<file path="src/hdl/ssmcd_pkg.sv">
// shared types, codes and constants of the serial servo and motor command decoder
package ssmcd_pkg;

    localparam logic [7:0] CHAR_LF    = 8'd10;
    localparam logic [7:0] CHAR_TAB   = 8'd9;
    localparam logic [7:0] CHAR_CR    = 8'd13;
    localparam logic [7:0] CHAR_SPACE = 8'd32;
    localparam logic [7:0] CHAR_PLUS  = 8'h2B;
    localparam logic [7:0] CHAR_MINUS = 8'h2D;
    localparam logic [7:0] CHAR_ZERO  = 8'h30;
    localparam logic [7:0] CHAR_NINE  = 8'h39;
    localparam logic [7:0] CHAR_S     = 8'h53;
    localparam logic [7:0] CHAR_M     = 8'h4D;

    localparam logic [1:0] KIND_NONE  = 2'd0;
    localparam logic [1:0] KIND_SERVO = 2'd1;
    localparam logic [1:0] KIND_MOTOR = 2'd2;

    localparam logic [1:0] STATUS_SERVO   = 2'd0;
    localparam logic [1:0] STATUS_MOTOR   = 2'd1;
    localparam logic [1:0] STATUS_IGNORED = 2'd2;

    localparam logic [1:0] CFG_SERVO_BASE = 2'd0;
    localparam logic [1:0] CFG_SERVO_SPAN = 2'd1;
    localparam logic [1:0] CFG_MOTOR_GAIN = 2'd2;

    localparam logic [15:0] SERVO_BASE_RESET = 16'd1000;
    localparam logic [15:0] SERVO_SPAN_RESET = 16'd1000;
    localparam logic [7:0]  MOTOR_GAIN_RESET = 8'd78;

    localparam logic [9:0]  MAG_MAX   = 10'd1023;
    localparam logic [9:0]  ANGLE_MAX = 10'd180;
    localparam logic [9:0]  SPEED_MAX = 10'd255;

    // floor(x / 45) = (x * DIV45_RECIP) >> DIV45_SHIFT for x below 2^22
    localparam logic [22:0] DIV45_RECIP = 23'd5965233;
    localparam int          DIV45_SHIFT = 28;

    typedef struct packed {
        logic [1:0] kind;
        logic [9:0] mag;
        logic       neg;
    } req_t;

    typedef struct packed {
        logic [15:0] servo_base;
        logic [15:0] servo_span;
        logic [7:0]  motor_gain;
    } cfg_t;

endpackage

</file>
<file path="src/hdl/serial_servo_motor_command_decoder_top.sv">
// top level of the serial servo and motor command decoder
// Feed received ASCII bytes on s_; each newline item gives one result item on m_ with
// the status in m_tuser and the new PWM compare value in m_tdata, all other bytes give
// none. A byte is taken every cycle unless all four pipeline registers hold results while
// m_tready is low; after the newline is accepted, its result passes through the
// four-register result pipeline (request register, range check and multiply,
// reciprocal multiply for the divide by 180, offset add with saturation into the output
// register) and is then valid on m_.
// Registers on the cfg_ port: 0 servo_base, 1 servo_span, 2 motor_gain; write them only
// while no result is pending.
module serial_servo_motor_command_decoder_top (
    input  logic        aclk,
    input  logic        aresetn,
    input  logic        s_tvalid,
    output logic        s_tready,
    input  logic [7:0]  s_tdata,    // [7:0] rx_byte
    output logic        m_tvalid,
    input  logic        m_tready,
    output logic [15:0] m_tdata,    // [15:0] compare_value
    output logic [1:0]  m_tuser,    // [1:0] status
    input  logic        cfg_valid,
    output logic        cfg_ready,
    input  logic [1:0]  cfg_index,
    input  logic [15:0] cfg_data
);
    import ssmcd_pkg::*;

    cfg_t cfg_reg;
    logic in_accept;
    logic req_valid;
    logic req_ready;
    req_t req;

    assign cfg_ready = 1'b1;
    assign s_tready  = req_ready;
    assign in_accept = s_tvalid && req_ready;

    always_ff @(posedge aclk) begin
        if (!aresetn) begin
            cfg_reg.servo_base <= SERVO_BASE_RESET;
            cfg_reg.servo_span <= SERVO_SPAN_RESET;
            cfg_reg.motor_gain <= MOTOR_GAIN_RESET;
        end else if (cfg_valid) begin
            unique case (cfg_index)
                CFG_SERVO_BASE: cfg_reg.servo_base <= cfg_data;
                CFG_SERVO_SPAN: cfg_reg.servo_span <= cfg_data;
                CFG_MOTOR_GAIN: cfg_reg.motor_gain <= cfg_data[7:0];
                default: ;
            endcase
        end
    end

    ssmcd_parser u_parser (
        .aclk      (aclk),
        .aresetn   (aresetn),
        .in_accept (in_accept),
        .rx_byte   (s_tdata),
        .req_valid (req_valid),
        .req       (req)
    );

    ssmcd_compute u_compute (
        .aclk        (aclk),
        .aresetn     (aresetn),
        .req_valid   (req_valid),
        .req         (req),
        .cfg         (cfg_reg),
        .req_ready   (req_ready),
        .out_ready   (m_tready),
        .out_valid   (m_tvalid),
        .out_status  (m_tuser),
        .out_compare (m_tdata)
    );

endmodule

</file>
<file path="src/hdl/ssmcd_parser.sv">
// line parser: command byte, leading blanks, sign and decimal digits
module ssmcd_parser (
    input  logic          aclk,
    input  logic          aresetn,
    input  logic          in_accept,
    input  logic [7:0]    rx_byte,
    output logic          req_valid,
    output ssmcd_pkg::req_t req
);
    import ssmcd_pkg::*;

    localparam logic [1:0] PH_START  = 2'd0;
    localparam logic [1:0] PH_LEAD   = 2'd1;
    localparam logic [1:0] PH_DIGITS = 2'd2;
    localparam logic [1:0] PH_DONE   = 2'd3;

    logic [1:0] phase_reg, phase_next;
    logic [1:0] kind_reg, kind_next;
    logic [9:0] acc_reg, acc_next;
    logic       neg_reg, neg_next;

    logic        is_digit;
    logic        is_blank;
    logic [3:0]  digit;
    logic [13:0] acc_mul;

    assign is_digit = (rx_byte >= CHAR_ZERO) && (rx_byte <= CHAR_NINE);
    assign is_blank = (rx_byte == CHAR_SPACE) || ((rx_byte >= CHAR_TAB) && (rx_byte <= CHAR_CR));
    assign digit    = 4'(rx_byte - CHAR_ZERO);
    assign acc_mul  = 14'({4'd0, acc_reg} * 14'd10) + {10'd0, digit};

    assign req.kind = kind_reg;
    assign req.mag  = acc_reg;
    assign req.neg  = neg_reg;

    always_comb begin
        phase_next = phase_reg;
        kind_next  = kind_reg;
        acc_next   = acc_reg;
        neg_next   = neg_reg;
        req_valid  = 1'b0;
        if (in_accept) begin
            if (rx_byte == CHAR_LF) begin
                req_valid  = 1'b1;
                phase_next = PH_START;
                kind_next  = KIND_NONE;
                acc_next   = '0;
                neg_next   = 1'b0;
            end else begin
                unique case (phase_reg)
                    PH_START: begin
                        priority if (rx_byte == CHAR_S) kind_next = KIND_SERVO;
                        else if (rx_byte == CHAR_M) kind_next = KIND_MOTOR;
                        else kind_next = KIND_NONE;
                        phase_next = PH_LEAD;
                    end
                    PH_LEAD: begin
                        priority if (is_blank) begin
                            phase_next = PH_LEAD;
                        end else if (rx_byte == CHAR_MINUS) begin
                            neg_next   = 1'b1;
                            phase_next = PH_DIGITS;
                        end else if (rx_byte == CHAR_PLUS) begin
                            phase_next = PH_DIGITS;
                        end else if (is_digit) begin
                            acc_next   = {6'd0, digit};
                            phase_next = PH_DIGITS;
                        end else begin
                            phase_next = PH_DONE;
                        end
                    end
                    PH_DIGITS: begin
                        if (is_digit) begin
                            acc_next = (acc_mul > {4'd0, MAG_MAX}) ? MAG_MAX : acc_mul[9:0];
                        end else begin
                            phase_next = PH_DONE;
                        end
                    end
                    default: phase_next = PH_DONE;
                endcase
            end
        end
    end

    always_ff @(posedge aclk) begin
        if (!aresetn) begin
            phase_reg <= PH_START;
            kind_reg  <= KIND_NONE;
            acc_reg   <= '0;
            neg_reg   <= 1'b0;
        end else begin
            phase_reg <= phase_next;
            kind_reg  <= kind_next;
            acc_reg   <= acc_next;
            neg_reg   <= neg_next;
        end
    end

endmodule

</file>
<file path="src/hdl/ssmcd_compute.sv">
// result pipeline: range check, multiply, then for servo results divide by 180, offset and saturate
module ssmcd_compute (
    input  logic            aclk,
    input  logic            aresetn,
    input  logic            req_valid,
    input  ssmcd_pkg::req_t req,
    input  ssmcd_pkg::cfg_t cfg,
    output logic            req_ready,
    input  logic            out_ready,
    output logic            out_valid,
    output logic [1:0]      out_status,
    output logic [15:0]     out_compare
);
    import ssmcd_pkg::*;

    logic        v1_reg, v2_reg, v3_reg, v4_reg;
    req_t        req1_reg;
    logic [1:0]  st2_reg, st3_reg, st4_reg;
    logic [23:0] prod2_reg;
    logic [15:0] val3_reg, val4_reg;

    logic        rdy1, rdy2, rdy3, rdy4;
    logic        nonneg;
    logic [1:0]  st2_next;
    logic [15:0] mul_b;
    logic [44:0] recip_prod;
    logic [15:0] quot;
    logic [16:0] sum;

    assign rdy4      = !v4_reg || out_ready;
    assign rdy3      = !v3_reg || rdy4;
    assign rdy2      = !v2_reg || rdy3;
    assign rdy1      = !v1_reg || rdy2;
    assign req_ready = rdy1;

    assign nonneg = !req1_reg.neg || (req1_reg.mag == '0);

    always_comb begin
        priority if (req1_reg.kind == KIND_SERVO && nonneg && req1_reg.mag <= ANGLE_MAX)
            st2_next = STATUS_SERVO;
        else if (req1_reg.kind == KIND_MOTOR && nonneg && req1_reg.mag <= SPEED_MAX)
            st2_next = STATUS_MOTOR;
        else
            st2_next = STATUS_IGNORED;
    end

    assign mul_b      = (req1_reg.kind == KIND_SERVO) ? cfg.servo_span : {8'd0, cfg.motor_gain};
    assign recip_prod = {23'd0, prod2_reg[23:2]} * {22'd0, DIV45_RECIP};
    assign quot       = recip_prod[DIV45_SHIFT +: 16];
    assign sum        = {1'b0, cfg.servo_base} + {1'b0, val3_reg};

    always_ff @(posedge aclk) begin
        if (!aresetn) begin
            v1_reg <= 1'b0;
            v2_reg <= 1'b0;
            v3_reg <= 1'b0;
            v4_reg <= 1'b0;
        end else begin
            if (rdy1) v1_reg <= req_valid;
            if (rdy2) v2_reg <= v1_reg;
            if (rdy3) v3_reg <= v2_reg;
            if (rdy4) v4_reg <= v3_reg;
        end
    end

    always_ff @(posedge aclk) begin
        if (rdy1 && req_valid) req1_reg <= req;
        if (rdy2 && v1_reg) begin
            st2_reg   <= st2_next;
            prod2_reg <= {16'd0, req1_reg.mag[7:0]} * {8'd0, mul_b};
        end
        if (rdy3 && v2_reg) begin
            st3_reg  <= st2_reg;
            val3_reg <= (st2_reg == STATUS_SERVO) ? quot : prod2_reg[15:0];
        end
        if (rdy4 && v3_reg) begin
            st4_reg <= st3_reg;
            unique case (st3_reg)
                STATUS_SERVO: val4_reg <= sum[16] ? 16'hFFFF : sum[15:0];
                STATUS_MOTOR: val4_reg <= val3_reg;
                default:      val4_reg <= '0;
            endcase
        end
    end

    assign out_valid   = v4_reg;
    assign out_status  = st4_reg;
    assign out_compare = val4_reg;

endmodule
</file>
<file path="config.mk">
export PLATFORM = sky130hd
export DESIGN_NAME = serial_servo_motor_command_decoder_top
export DESIGN_NICKNAME = d
export VERILOG_FILES = /design/src/hdl/ssmcd_pkg.sv /design/src/hdl/serial_servo_motor_command_decoder_top.sv /design/src/hdl/ssmcd_parser.sv /design/src/hdl/ssmcd_compute.sv
export SDC_FILE = /design/constraint.sdc
export NUM_CORES = 1
export LEC_CHECK = 0
export ABC_AREA = 1
export CAP_MARGIN = 20
export CORE_MARGIN = 1
export CORE_UTILIZATION = 50
export CTS_CLUSTER_SIZE = 20
export DETAILED_ROUTE_END_ITERATION = 6
export DONT_BUFFER_PORTS = 1
export PLACE_DENSITY = 0.69
export REMOVE_ABC_BUFFERS = 1
export SLEW_MARGIN = 25
export SYNTH_ARGS = -nofsm -noshare
export SYNTH_HDL_FRONTEND = slang
export SYNTH_SLANG_ARGS = --single-unit
</file>
<file path="constraint.sdc">
create_clock -name aclk -period 7.4 [get_ports aclk]
set_clock_uncertainty 0.1 [all_clocks]
set_input_delay 0.37 -clock aclk [delete_from_list [all_inputs] [get_ports aclk]]
set_output_delay 0.37 -clock aclk [all_outputs]
set_load 0.1 [all_outputs]
</file>
==> results.toml <==
[clock_tree]
clk_latency_ns = 0.44
cts_buffers = 17
tritoncts = "yes"
cts.path.max_buffers = 2
ctsHoldBuffers = 18
ctsRootBufferMaster = "clkbuf_16"
clk_pin_slew_ns = 0.07
ctsResizeCount = 0
postCtsSetupRepairBufs = 0
htree_levels = 4
clkSinkCount = 134

[setup_path]
cp-start-kind = "flip-flop"
critical_path_class = "reg -> reg"
crit_top_cell = "fa_1"
critPathRequiredTime_ns = 7.49
cp.arrival_ns = 6.29
crit_slowest_cell = "fa_1"
path_cells = "ha_1 > inv_1 > fa_1 > fa_1 > inv_1 > fa_1 > fa_1 > fa_1 > inv_1 > fa_1 > inv_1 > ha_1 > a21oi_1 > nor2_1 > nor2_1 > nand2_1 > a21oi_1 > nand2_1 > a21boi_0 > nand2_1 > nand3_1 > nand2_1"
cpPeakStageDelay_ns = 0.54
cp_max_fo = 4
critPathCaptureType = "flip-flop"

[routing]
drc_errors = 0
ant_nets = 0
drt_iter0_markers = 1122
routed_wl_mm = 49.3
viasPerCell = 5.38
vias = 14600
post_drt_wl_per_cell_um = 18.2
first_pass_iters = 5

[synth]
ys_warn_count = 0
ys_seq_area_share_pct = 19.0
async_flop_share_pct = 0
ys_ff_latch = 134
synthFlopType = "edfxtp_1"
synth_top_area_cell = "fa_1"
synth_edf_count = 75
yosysUniqueCellTypes = 53
synth_top_area_share_pct = 23.8
syn_area_per_cell_um2 = 8.16
synthTopCellsByArea = "fa_1 (24%), ha_1 (18%), edfxtp_1 (12%)"
synth_common_cells = "inv_1 (481), nand2_1 (429), ha_1 (263)"
synth_cells = 2220
mappedNetlistArea_um2 = 18100
synth_most_common_cell = "inv_1"

[floorplan]
ios = 52
core-area_um2 = 35600
initial_core_util_pct = 50.9
dieArea_um2 = 37000
dieWidth_um = 192
dieHeight_um = 192
row_count = 69

[placement]
hpwl_mm = 41.8
dp_slack_ns = 1.25
gp_congestion = 0.989
port_buffers = 0

[timing]
slew_headroom_pct = 28.2
setup_violations = 0
max_clock_freq_mhz = 161
slew_violations = 0
period_share_pct = 83.7
setup-tns-final_ns = 0
setup_ws_ns = 1.20
rsz0062_at_grt = "false"
period_minus_slack_ns = 6.20
worstMarginPinSlew_ns = 1.08
finalHoldViolCount = 0

[global_route]
grt_max_degree = 39
grt_pass1_vias = 14600
grt_pass1_wl_mm = 78.3
track_usage_pct = 27.8
antenna_found_initial = 0
grt-ovfl-total = 0

[final_layout]
largest_reg_flops = 40
area_growth_syn_to_layout_pct = 7.19
drive_above_1_share_pct = 3.48
multi_input_area_um2 = 12700
fillers = 3322
nNetsFinal = 2739
area.sequential_um2 = 3430
utilization_pct = 54.6
insertedDiodeCount = 0

[hold_path]
holdCritPathClass = "in -> reg"

[power]
vdd_drop_max_mv = 0.151
power_density_nw_per_um2 = 100
power_leakage_nw = 10.3

[run]
cap_violations = 0

[status]
status = "finished, final reports clean"
layout make-up:
type | count | share of cell area (%)
clock inverter | 15 | 1.02
tap | 461 | 2.97
clock buffer | 17 | 2.19
multi-input combinational | 1565 | 65.6
timing repair buffer | 20 | 1.06
inverter | 492 | 9.52
sequential | 134 | 17.7
worst paths after layout:
check                                    startpoint                          endpoint  slack [ns]  depth (start not counted)
setup / recovery  u_compute.prod2_reg[19]$_DFFE_PP_   u_compute.val3_reg[4]$_DFFE_PP_        1.20                         22
hold / removal                              aresetn          cfg_reg[25]$_SDFFE_PN0P_        0.03                          2
setup reg to reg  u_compute.prod2_reg[19]$_DFFE_PP_   u_compute.val3_reg[4]$_DFFE_PP_        1.20                         22
hold reg to reg   u_parser.kind_reg[0]$_SDFFE_PN0P_  u_compute.req1_reg[11]$_DFFE_PP_        0.32                          0
stage by stage:
step                cells  power, W  hold slack (ns)  instance area (um2)
finish               2704   0.00195           0.0283                19400
global route         2704   0.00202           0.0389                19400
CTS                  2704   0.00195           0.0272                19400
detailed placement   2654   0.00102            0.320                18600
global placement     2654   0.00101            0.316                18600
floorplan            2191  0.000971            0.309                18000
cells in the final DEF (no fill, tap or decap), drive strengths merged, types with 5 or more instances in the layout:
cell         Yosys  final
inv            490    500
nand2          435    435
ha             263    263
fa             215    215
nor2           211    211
a21oi          108    108
nand3           88     88
o21ai           86     86
edfxtp          75     75
dfxtp           59     59
xor2            24     24
nor3            22     22
xnor2           20     20
nand4           17     17
clkbuf          26     17
dlygate4sd3      0     17
a21o            10     10
o21bai          10     10
a31oi            9      9
a21boi           7      7
nand3b           6      6
or2              5      5
o211ai           5      5
cell families (layout without fill, tap and decap cells):
family / Yosys count / count (layout) / synth area share [%]
compound gates: 252 / 252 / 8.10
fa+ha+maj: 478 / 478 / 41.9
other cells: 1 / 1 / 0.0207
buf+inv: 521 / 544 / 10.9
simple gates: 790 / 790 / 18.0
flops: 134 / 134 / 19.0
xor+xnor: 44 / 44 / 2.13
metal layers:
layer	up-vias	part of all wire (%)	global-route usage, %
met5	-	0	0
met4	0	1.5	5.18
met3	45	5.4	4.13
met2	404	47	46.1
met1	7101	46	38.8
li1	7001	-	-
critical path, delay by kind of cell, from the launching register on:
kind                       cells  cell delay, ns
buffers and inverters          4            0.32
AOI/OAI and AO/OA              3            0.63
DFF                            1            0.48
adders and majority gates      8            3.82
and+or+nand+nor                7            0.59
report_power, final:
part / internal (W) / total, W / switching [W]
registers: 0.000794 / 0.000804 / 0.00000984
logic: 0.0000788 / 0.000214 / 0.000136
clock network: 0.000520 / 0.000932 / 0.000412
total: 0.00139 / 0.00195 / 0.000558
No activity file was read; power rests on OpenSTA's default activity.
